[config.mk]
export PLATFORM = sky130hd
export DESIGN_NAME = keyword_occurrence_classifier
export DESIGN_NICKNAME = d
export VERILOG_FILES = /design/src/sv/koc_pkg.sv /design/src/sv/keyword_occurrence_classifier.sv /design/src/sv/koc_match.sv /design/src/sv/koc_count.sv
export SDC_FILE = /design/constraint.sdc
export NUM_CORES = 2
export LEC_CHECK = 0
export CORE_UTILIZATION = 24
export CTS_BUF_LIST = sky130_fd_sc_hd__clkbuf_2 sky130_fd_sc_hd__clkbuf_4 sky130_fd_sc_hd__clkbuf_8
export CTS_CLUSTER_SIZE = 20
export DETAILED_ROUTE_END_ITERATION = 6
export DONT_BUFFER_PORTS = 1
export PLACE_DENSITY = 0.36
export SYNTH_ARGS = -nofsm -noshare
export SYNTH_HDL_FRONTEND = slang
export SYNTH_HIERARCHICAL = 1
export SYNTH_SLANG_ARGS = --single-unit
[constraint.sdc]
create_clock -name clk -period 35.1 [get_ports clk]
set_input_delay 5.265 -clock clk [delete_from_list [all_inputs] [get_ports clk]]
set_output_delay 5.265 -clock clk [all_outputs]
set_load 0.01 [all_outputs]
[src/sv/koc_pkg.sv]
// ----------------------------------------------------------------------------
// koc_pkg
// shared constants, types and register codes of the keyword occurrence
// classifier
// ----------------------------------------------------------------------------
`default_nettype none

package koc_pkg;

  // fixed field and register widths
  localparam int KOC_SLOTS   = 7;    // keyword slots in the register map
  localparam int REG_W       = 64;   // keyword register width
  localparam int REG_IDX_W   = 3;    // register index width
  localparam int IN_DATA_W   = 8;    // text byte
  localparam int OUT_DATA_W  = 16;   // word_index + best_count
  localparam int COUNT_OUT_W = 13;   // best_count field
  localparam int INDEX_W     = 3;    // word_index field and slot numbers

  // parameter defaults
  localparam int MAX_WORDS_DEF  = 7;
  localparam int WORD_BYTES_DEF = 8;
  localparam int MAX_LINE_DEF   = 4096;

  // register map
  localparam logic [REG_IDX_W-1:0] REG_WORD_A       = 3'd0;
  localparam logic [REG_IDX_W-1:0] REG_WORDS_IN_USE = 3'd7;

  localparam logic [INDEX_W-1:0]   WORDS_IN_USE_RST = 3'd7;
  localparam logic [7:0]           SPACE_CHAR       = 8'h20;

  typedef logic [REG_W-1:0] word_t;

  // handed from the match stage to the count stage
  typedef struct packed {
    logic                 last;
    logic [KOC_SLOTS-1:0] hit;
  } koc_hit_t;

endpackage

`default_nettype wire

[src/sv/keyword_occurrence_classifier.sv]
// ----------------------------------------------------------------------------
// keyword_occurrence_classifier
// counts overlapping keyword occurrences over a line and names the busiest slot
// ----------------------------------------------------------------------------
// path: a line-end transfer on the input reaches out_* through the match
//   register, then the count and result register
// throughput: one byte per cycle, set by the single count update per cycle;
//   bytes keep flowing while a result waits, but a line end then stalls
// reset: rst_n low clears history, counts, keyword slots (to empty) and
//   words_in_use (to 7); the block is ready on the first cycle after reset
`default_nettype none

module keyword_occurrence_classifier #(
  parameter int MAX_WORDS  = koc_pkg::MAX_WORDS_DEF,
  parameter int WORD_BYTES = koc_pkg::WORD_BYTES_DEF,
  parameter int MAX_LINE   = koc_pkg::MAX_LINE_DEF
) (
  input  wire logic                              clk,
  input  wire logic                              rst_n,
  // input stream
  input  wire logic                              in_tvalid,
  output logic                                   in_tready,
  input  wire logic [koc_pkg::IN_DATA_W-1:0]     in_tdata,   // [7:0] text_byte
  input  wire logic [0:0]                        in_tuser,   // [0] byte_present
  input  wire logic                              in_tlast,   // line_end
  // result stream
  output logic                                   out_tvalid,
  input  wire logic                              out_tready,
  output logic [koc_pkg::OUT_DATA_W-1:0]         out_tdata,  // [2:0] word_index,
                                                             // [15:3] best_count
  output logic [0:0]                             out_tuser,  // [0] found
  // configuration writes
  input  wire logic                              cfg_we,
  input  wire logic [koc_pkg::REG_IDX_W-1:0]     cfg_index,
  input  wire logic [koc_pkg::REG_W-1:0]         cfg_data
);
  import koc_pkg::*;

  word_t                  word_r [MAX_WORDS];
  logic [INDEX_W-1:0]     wiu_r;
  logic [INDEX_W-1:0]     n_active;
  logic                   in_xfer;
  logic                   advance;
  logic                   stage_valid;
  koc_hit_t               stage;
  logic                   found;
  logic [INDEX_W-1:0]     word_index;
  logic [COUNT_OUT_W-1:0] best_count;

  // keyword slots; writes to slots this build does not hold are dropped
  always_ff @(posedge clk) begin
    if (!rst_n) begin
      for (int i = 0; i < MAX_WORDS; i++) word_r[i] <= '0;
      wiu_r <= WORDS_IN_USE_RST;
    end else if (cfg_we) begin
      for (int i = 0; i < MAX_WORDS; i++) begin
        if (cfg_index == REG_WORD_A + REG_IDX_W'(i)) word_r[i] <= cfg_data;
      end
      if (cfg_index == REG_WORDS_IN_USE) wiu_r <= cfg_data[INDEX_W-1:0];
    end
  end

  // slots searched, capped at what is built
  assign n_active = (wiu_r > INDEX_W'(MAX_WORDS)) ? INDEX_W'(MAX_WORDS) : wiu_r;

  // the match register empties every cycle unless a line end finds the
  // result register full and not being taken
  assign advance   = stage_valid && (!stage.last || !out_tvalid || out_tready);
  assign in_tready = !stage_valid || advance;
  assign in_xfer   = in_tvalid && in_tready;

  koc_match #(
    .MAX_WORDS  (MAX_WORDS),
    .WORD_BYTES (WORD_BYTES)
  ) u_match (
    .clk          (clk),
    .rst_n        (rst_n),
    .accept       (in_xfer),
    .advance      (advance),
    .text_byte    (in_tdata[7:0]),
    .byte_present (in_tuser[0]),
    .line_end     (in_tlast),
    .words        (word_r),
    .n_active     (n_active),
    .stage_valid  (stage_valid),
    .stage        (stage)
  );

  koc_count #(
    .MAX_WORDS (MAX_WORDS),
    .MAX_LINE  (MAX_LINE)
  ) u_count (
    .clk        (clk),
    .rst_n      (rst_n),
    .advance    (advance),
    .stage      (stage),
    .n_active   (n_active),
    .out_ready  (out_tready),
    .out_valid  (out_tvalid),
    .found      (found),
    .word_index (word_index),
    .best_count (best_count)
  );

  // no match gives all-zero fields
  assign out_tdata = found ? {best_count, word_index} : '0;
  assign out_tuser = found;

endmodule

`default_nettype wire

[src/sv/koc_match.sv]
// ----------------------------------------------------------------------------
// koc_match
// byte history, per-slot keyword end detection; one byte per accepted cycle
// ----------------------------------------------------------------------------
`default_nettype none

module koc_match #(
  parameter int MAX_WORDS  = koc_pkg::MAX_WORDS_DEF,
  parameter int WORD_BYTES = koc_pkg::WORD_BYTES_DEF
) (
  input  wire logic                         clk,
  input  wire logic                         rst_n,
  input  wire logic                         accept,
  input  wire logic                         advance,
  input  wire logic [7:0]                   text_byte,
  input  wire logic                         byte_present,
  input  wire logic                         line_end,
  input  wire koc_pkg::word_t               words [MAX_WORDS],
  input  wire logic [koc_pkg::INDEX_W-1:0]  n_active,
  output logic                              stage_valid,
  output koc_pkg::koc_hit_t                 stage
);
  import koc_pkg::*;

  localparam int WIN_W = 8 * WORD_BYTES;

  logic [WIN_W-1:0]      win;
  logic [WORD_BYTES-1:0] win_ok;
  logic [KOC_SLOTS-1:0]  hit_nxt;
  logic                  valid_r, valid_nxt;
  koc_hit_t              stage_r;

  // true when keyword w (not space-led) ends on the window's newest byte
  function automatic logic ends_here(word_t w, logic [WIN_W-1:0] wn,
                                     logic [WORD_BYTES-1:0] wv);
    logic res;
    logic len_eq;
    logic ok;
    res = 1'b0;
    for (int l = 1; l <= WORD_BYTES; l++) begin
      len_eq = 1'b1;
      ok     = 1'b1;
      for (int j = 0; j < l; j++) begin
        if (w[8*j +: 8] == 8'd0) len_eq = 1'b0;
        if (w[8*j +: 8] != wn[8*(l-1-j) +: 8] || !wv[l-1-j]) ok = 1'b0;
      end
      if (l < WORD_BYTES && w[8*l +: 8] != 8'd0) len_eq = 1'b0;
      if (len_eq && ok) res = 1'b1;
    end
    if (w[7:0] == SPACE_CHAR) res = 1'b0;
    return res;
  endfunction

  assign win[7:0]  = text_byte;
  assign win_ok[0] = 1'b1;

  generate
    if (WORD_BYTES > 1) begin : g_hist
      localparam int HB = WORD_BYTES - 1;
      logic [8*HB-1:0] hist_r, hist_nxt;
      logic [HB-1:0]   hval_r, hval_nxt;

      assign win[WIN_W-1:8]         = hist_r;
      assign win_ok[WORD_BYTES-1:1] = hval_r;

      always_comb begin
        hist_nxt = hist_r;
        hval_nxt = hval_r;
        if (accept) begin
          if (line_end) begin
            // a match never spans two lines
            hist_nxt = '0;
            hval_nxt = '0;
          end else if (byte_present) begin
            hist_nxt = {win[WIN_W-9:0]};
            hval_nxt = {win_ok[WORD_BYTES-2:0]};
          end
        end
      end

      always_ff @(posedge clk) begin
        if (!rst_n) begin
          hist_r <= '0;
          hval_r <= '0;
        end else begin
          hist_r <= hist_nxt;
          hval_r <= hval_nxt;
        end
      end
    end
  endgenerate

  always_comb begin
    hit_nxt = '0;
    for (int s = 0; s < MAX_WORDS; s++) begin
      if (byte_present && INDEX_W'(s) < n_active)
        hit_nxt[s] = ends_here(words[s], win, win_ok);
    end
  end

  always_comb begin
    valid_nxt = valid_r;
    if (accept)       valid_nxt = 1'b1;
    else if (advance) valid_nxt = 1'b0;
  end

  always_ff @(posedge clk) begin
    if (!rst_n) begin
      valid_r <= 1'b0;
    end else begin
      valid_r <= valid_nxt;
    end
  end

  always_ff @(posedge clk) begin
    if (accept) begin
      stage_r.last <= line_end;
      stage_r.hit  <= hit_nxt;
    end
  end

  assign stage_valid = valid_r;
  assign stage       = stage_r;

endmodule

`default_nettype wire

[src/sv/koc_count.sv]
// ----------------------------------------------------------------------------
// koc_count
// saturating occurrence counters, line-end best slot pick and result register
// ----------------------------------------------------------------------------
`default_nettype none

module koc_count #(
  parameter int MAX_WORDS = koc_pkg::MAX_WORDS_DEF,
  parameter int MAX_LINE  = koc_pkg::MAX_LINE_DEF
) (
  input  wire logic                             clk,
  input  wire logic                             rst_n,
  input  wire logic                             advance,
  input  wire koc_pkg::koc_hit_t                stage,
  input  wire logic [koc_pkg::INDEX_W-1:0]      n_active,
  input  wire logic                             out_ready,
  output logic                                  out_valid,
  output logic                                  found,
  output logic [koc_pkg::INDEX_W-1:0]           word_index,
  output logic [koc_pkg::COUNT_OUT_W-1:0]       best_count
);
  import koc_pkg::*;

  localparam int CNT_W = $clog2(MAX_LINE + 1);

  logic [CNT_W-1:0]       cnt_r   [MAX_WORDS];
  logic [CNT_W-1:0]       cnt_inc [MAX_WORDS];
  logic [CNT_W-1:0]       best;
  logic [INDEX_W-1:0]     best_idx;
  logic                   best_hit;
  logic                   valid_r, valid_nxt;
  logic                   found_r;
  logic [INDEX_W-1:0]     idx_r;
  logic [COUNT_OUT_W-1:0] best_r;

  always_comb begin
    for (int s = 0; s < MAX_WORDS; s++) begin
      cnt_inc[s] = cnt_r[s];
      if (stage.hit[s] && cnt_r[s] < CNT_W'(MAX_LINE))
        cnt_inc[s] = cnt_r[s] + CNT_W'(1);
    end
  end

  // strictly larger wins, so the lowest slot keeps a tie
  always_comb begin
    best     = '0;
    best_idx = '0;
    best_hit = 1'b0;
    for (int s = 0; s < MAX_WORDS; s++) begin
      if (INDEX_W'(s) < n_active && cnt_inc[s] > best) begin
        best     = cnt_inc[s];
        best_idx = INDEX_W'(s);
        best_hit = 1'b1;
      end
    end
  end

  always_ff @(posedge clk) begin
    if (!rst_n) begin
      for (int s = 0; s < MAX_WORDS; s++) cnt_r[s] <= '0;
    end else if (advance) begin
      for (int s = 0; s < MAX_WORDS; s++)
        cnt_r[s] <= stage.last ? '0 : cnt_inc[s];
    end
  end

  always_comb begin
    valid_nxt = valid_r;
    if (advance && stage.last) valid_nxt = 1'b1;
    else if (out_ready)        valid_nxt = 1'b0;
  end

  always_ff @(posedge clk) begin
    if (!rst_n) begin
      valid_r <= 1'b0;
    end else begin
      valid_r <= valid_nxt;
    end
  end

  always_ff @(posedge clk) begin
    if (advance && stage.last) begin
      found_r <= best_hit;
      idx_r   <= best_idx;
      best_r  <= COUNT_OUT_W'(best);
    end
  end

  assign out_valid  = valid_r;
  assign found      = found_r;
  assign word_index = idx_r;
  assign best_count = best_r;

endmodule

`default_nettype wire

==> run metrics <==
FF-to-FF Start u_count/cnt_r[0][12]; Synth Warn # 6; Max Cap Violations 0; IO Count 101; Sink Count 632; fmax 59.3 MHz; Initial Util 0.241; Final Cycle Share 0.481; ys async rst share 0; PortBufs 0; layout cell share with drive strength beyond 1 0.0889; compound-gate portion of the synthesized area 0.0409; htree depth 4; minimum clock period 16.87 ns; CP Class reg2reg; Slew Viols, Final 154; CP Max Fanout 25; Worst-Skew Late Latency 0.95 ns; DR WL/cell 34.6 um; r2r endpoint u_count/best_count[7]; Hold Crit Class reg2reg; most frequent cells in the layout xnor2_1, xor2_1, nand2_1, mux2i_1, dfxtp_1; Clock Tree Root clkbuf_8; Post-CTS Setup Bufs 0; Routed WL 317000 um; Vias/cell 5.40; clk_skew 0.0502 ns; mux contribution to synthesized area 0.0919; Main synth FF type dfxtp_1; CP endpoint kind flop; height of the die 477 um; Iteration-0 DRC Markers 5364; family with the most delay on the worst path compound AO/OA/AOI/OAI gates; # hold bufs at CTS 0; die area 228000 um^2; vias in the first global route 47655; nets@finish 6198; largest family of logic cells by synthesized area XOR/XNOR gates; XOR/XNOR Fraction of Synth Area 0.328; Place WS 18.26 ns; Tot GR Track Use 0.268; Worst-Margin Slew 1.80 ns; Leak Pwr 25.7 nW; DP HPWL 207000 um; worst r2r path cells 74; P&R area growth vs syn 9.30%; flop2flop setup slack 18.23 ns; CTS tree done; adder-cell share of the synthesized area 0.0184; Buf/Inv on CP 4; Setup crit end u_count/best_count[7]; largest net degree at the start of global routing 587; antenna violations before repair 31; status complete, but fails checks; gp weighted congestion 0.947; Final setup viols 0; Worst-path clk slew 0.06 ns; setup_tns 0 ns; WP depth 74; Slew HR -0.197; PnR worst setup slack 18.23 ns; Syn Inst Count 6392; CP startpoint u_count/cnt_r[0][12]; Hold Slack 0.456 ns; First-pass DRT Iterations 6; Inserted Clock Buffers 135; post-route ant nets 0; Critical Path AT 17.51 ns; Max VDD drop 28.3 uV; CP max stage cell nor2_1; die span in x 477 um; total chip power 2.25 mW; CP Launch Type flop; clk buf depth 3; sequential-to-total area share from yosys stat 0.255; Congestion Overflow GR 0; Yosys cell types 94; pwr/cell area 38.0 nW/um^2; Remaining DRCs 0; first-pass GRT wire length 427000 um; row count 174; delay of the slowest critical-path stage 0.97 ns; simple-gate share of the synthesized area 0.197; Yosys reg bits 632; Mean Syn Cell Area 8.48 um^2; Final Hold Vio Count 0; failing checks max-slew violations; CORE AREA 225000 um^2; crit-path most repeated cell o21a_1; Syn Nets 6553; Vias 49400; CP required 35.74 ns; Post-synth EDFFs 116; synthesized cell area 54200 um^2; PostCTS Resize Cnt 0; most common cell after layout, fill and taps aside xnor2_1; RSZ-0062 raised after global routing false
## cell families (layout without fill, tap and decap cells)
logic type / after synthesis / count (layout)
fa+ha+maj: 80 / 80
xor+xnor: 2027 / 2027
simple gates: 2036 / 2036
flops: 632 / 632
mux: 494 / 494
buf+inv: 797 / 550
other cells: 0 / 13
compound gates: 326 / 326
## where the power goes
| part | switching (mW) | total [mW] | internal [mW] |
|---|---|---|---|
| logic | 0.325 | 0.535 | 0.211 |
| registers | 0.0490 | 0.819 | 0.770 |
| clock network | 0.403 | 0.898 | 0.494 |
## tightest hold or removal path, cell delays in order (launching register included)
cell and delay, ns:
dfxtp_1 0.31, nand2_1 0.05, mux2i_1 0.05
## sequential cells by signal, indices dropped and copies added, names as in the netlist, 3 cells and up
signal	cells
u_count/best_count	13
u_count/cnt_r	91
u_match/g_hist.hval_r	7
wiu_r	3
u_count/word_index	3
word_r	448
u_match/stage	8
u_match/g_hist.hist_r	56
## Yosys cell counts, drive strengths merged, types with 27 or more instances
cell       n  share of area
ha        79          0.018
mux2i    482          0.089
nor3b     36         0.0050
nor4     389          0.045
nand3     76         0.0070
a21oi    114          0.011
buf      424          0.043
o21ai     40         0.0037
or4       27         0.0037
edfxtp   116          0.064
inv      102         0.0071
nand2    651          0.045
nor3      97         0.0091
nand4    347          0.040
nor2b    146          0.017
clkbuf   271          0.019
nor2     160          0.011
dfxtp    516           0.19
xnor2   1031           0.17
xor2     996           0.16
## area by class of cell
type                            count  area (um^2)
Inverter                          102          383
Antenna cell                       13         32.5
Clock buffer                      204         2540
Clock inverter                     41          368
Tap cell                         2992         3740
Fill cell                       24300       165000
Multi-Input combinational cell   4963        36800
Timing Repair Buffer              203         1520
Sequential cell                   632        13900
## worst min-delay path by stage
stage / from / cells after the start / to / slack, ns
floorplan: word_r[420] / 2 / word_r[420] / 0.43
global placement: word_r[389] / 2 / word_r[389] / 0.44
detailed placement: word_r[389] / 2 / word_r[389] / 0.45
CTS: word_r[389] / 2 / word_r[389] / 0.46
global route: word_r[389] / 2 / word_r[389] / 0.48
finish: word_r[389] / 2 / word_r[389] / 0.46
## metrics by stage
step	area (um^2)	instances	utilization
after floorplan	54200	6392	-
after global placement	56300	8892	0.251
after detailed placement	56300	8892	0.251
after CTS	59200	9137	0.264
after global routing	59200	9141	0.264
final	59300	9150	0.264
## per-layer routing
layer	wire, um	GRT usage	vias up
li1	-	-	20987
met1	136000	0.356	24591
met2	135000	0.404	2929
met3	26800	0.0534	891
met4	19500	0.150	2
met5	9	0	-
No activity file was read; power rests on OpenSTA's default activity.
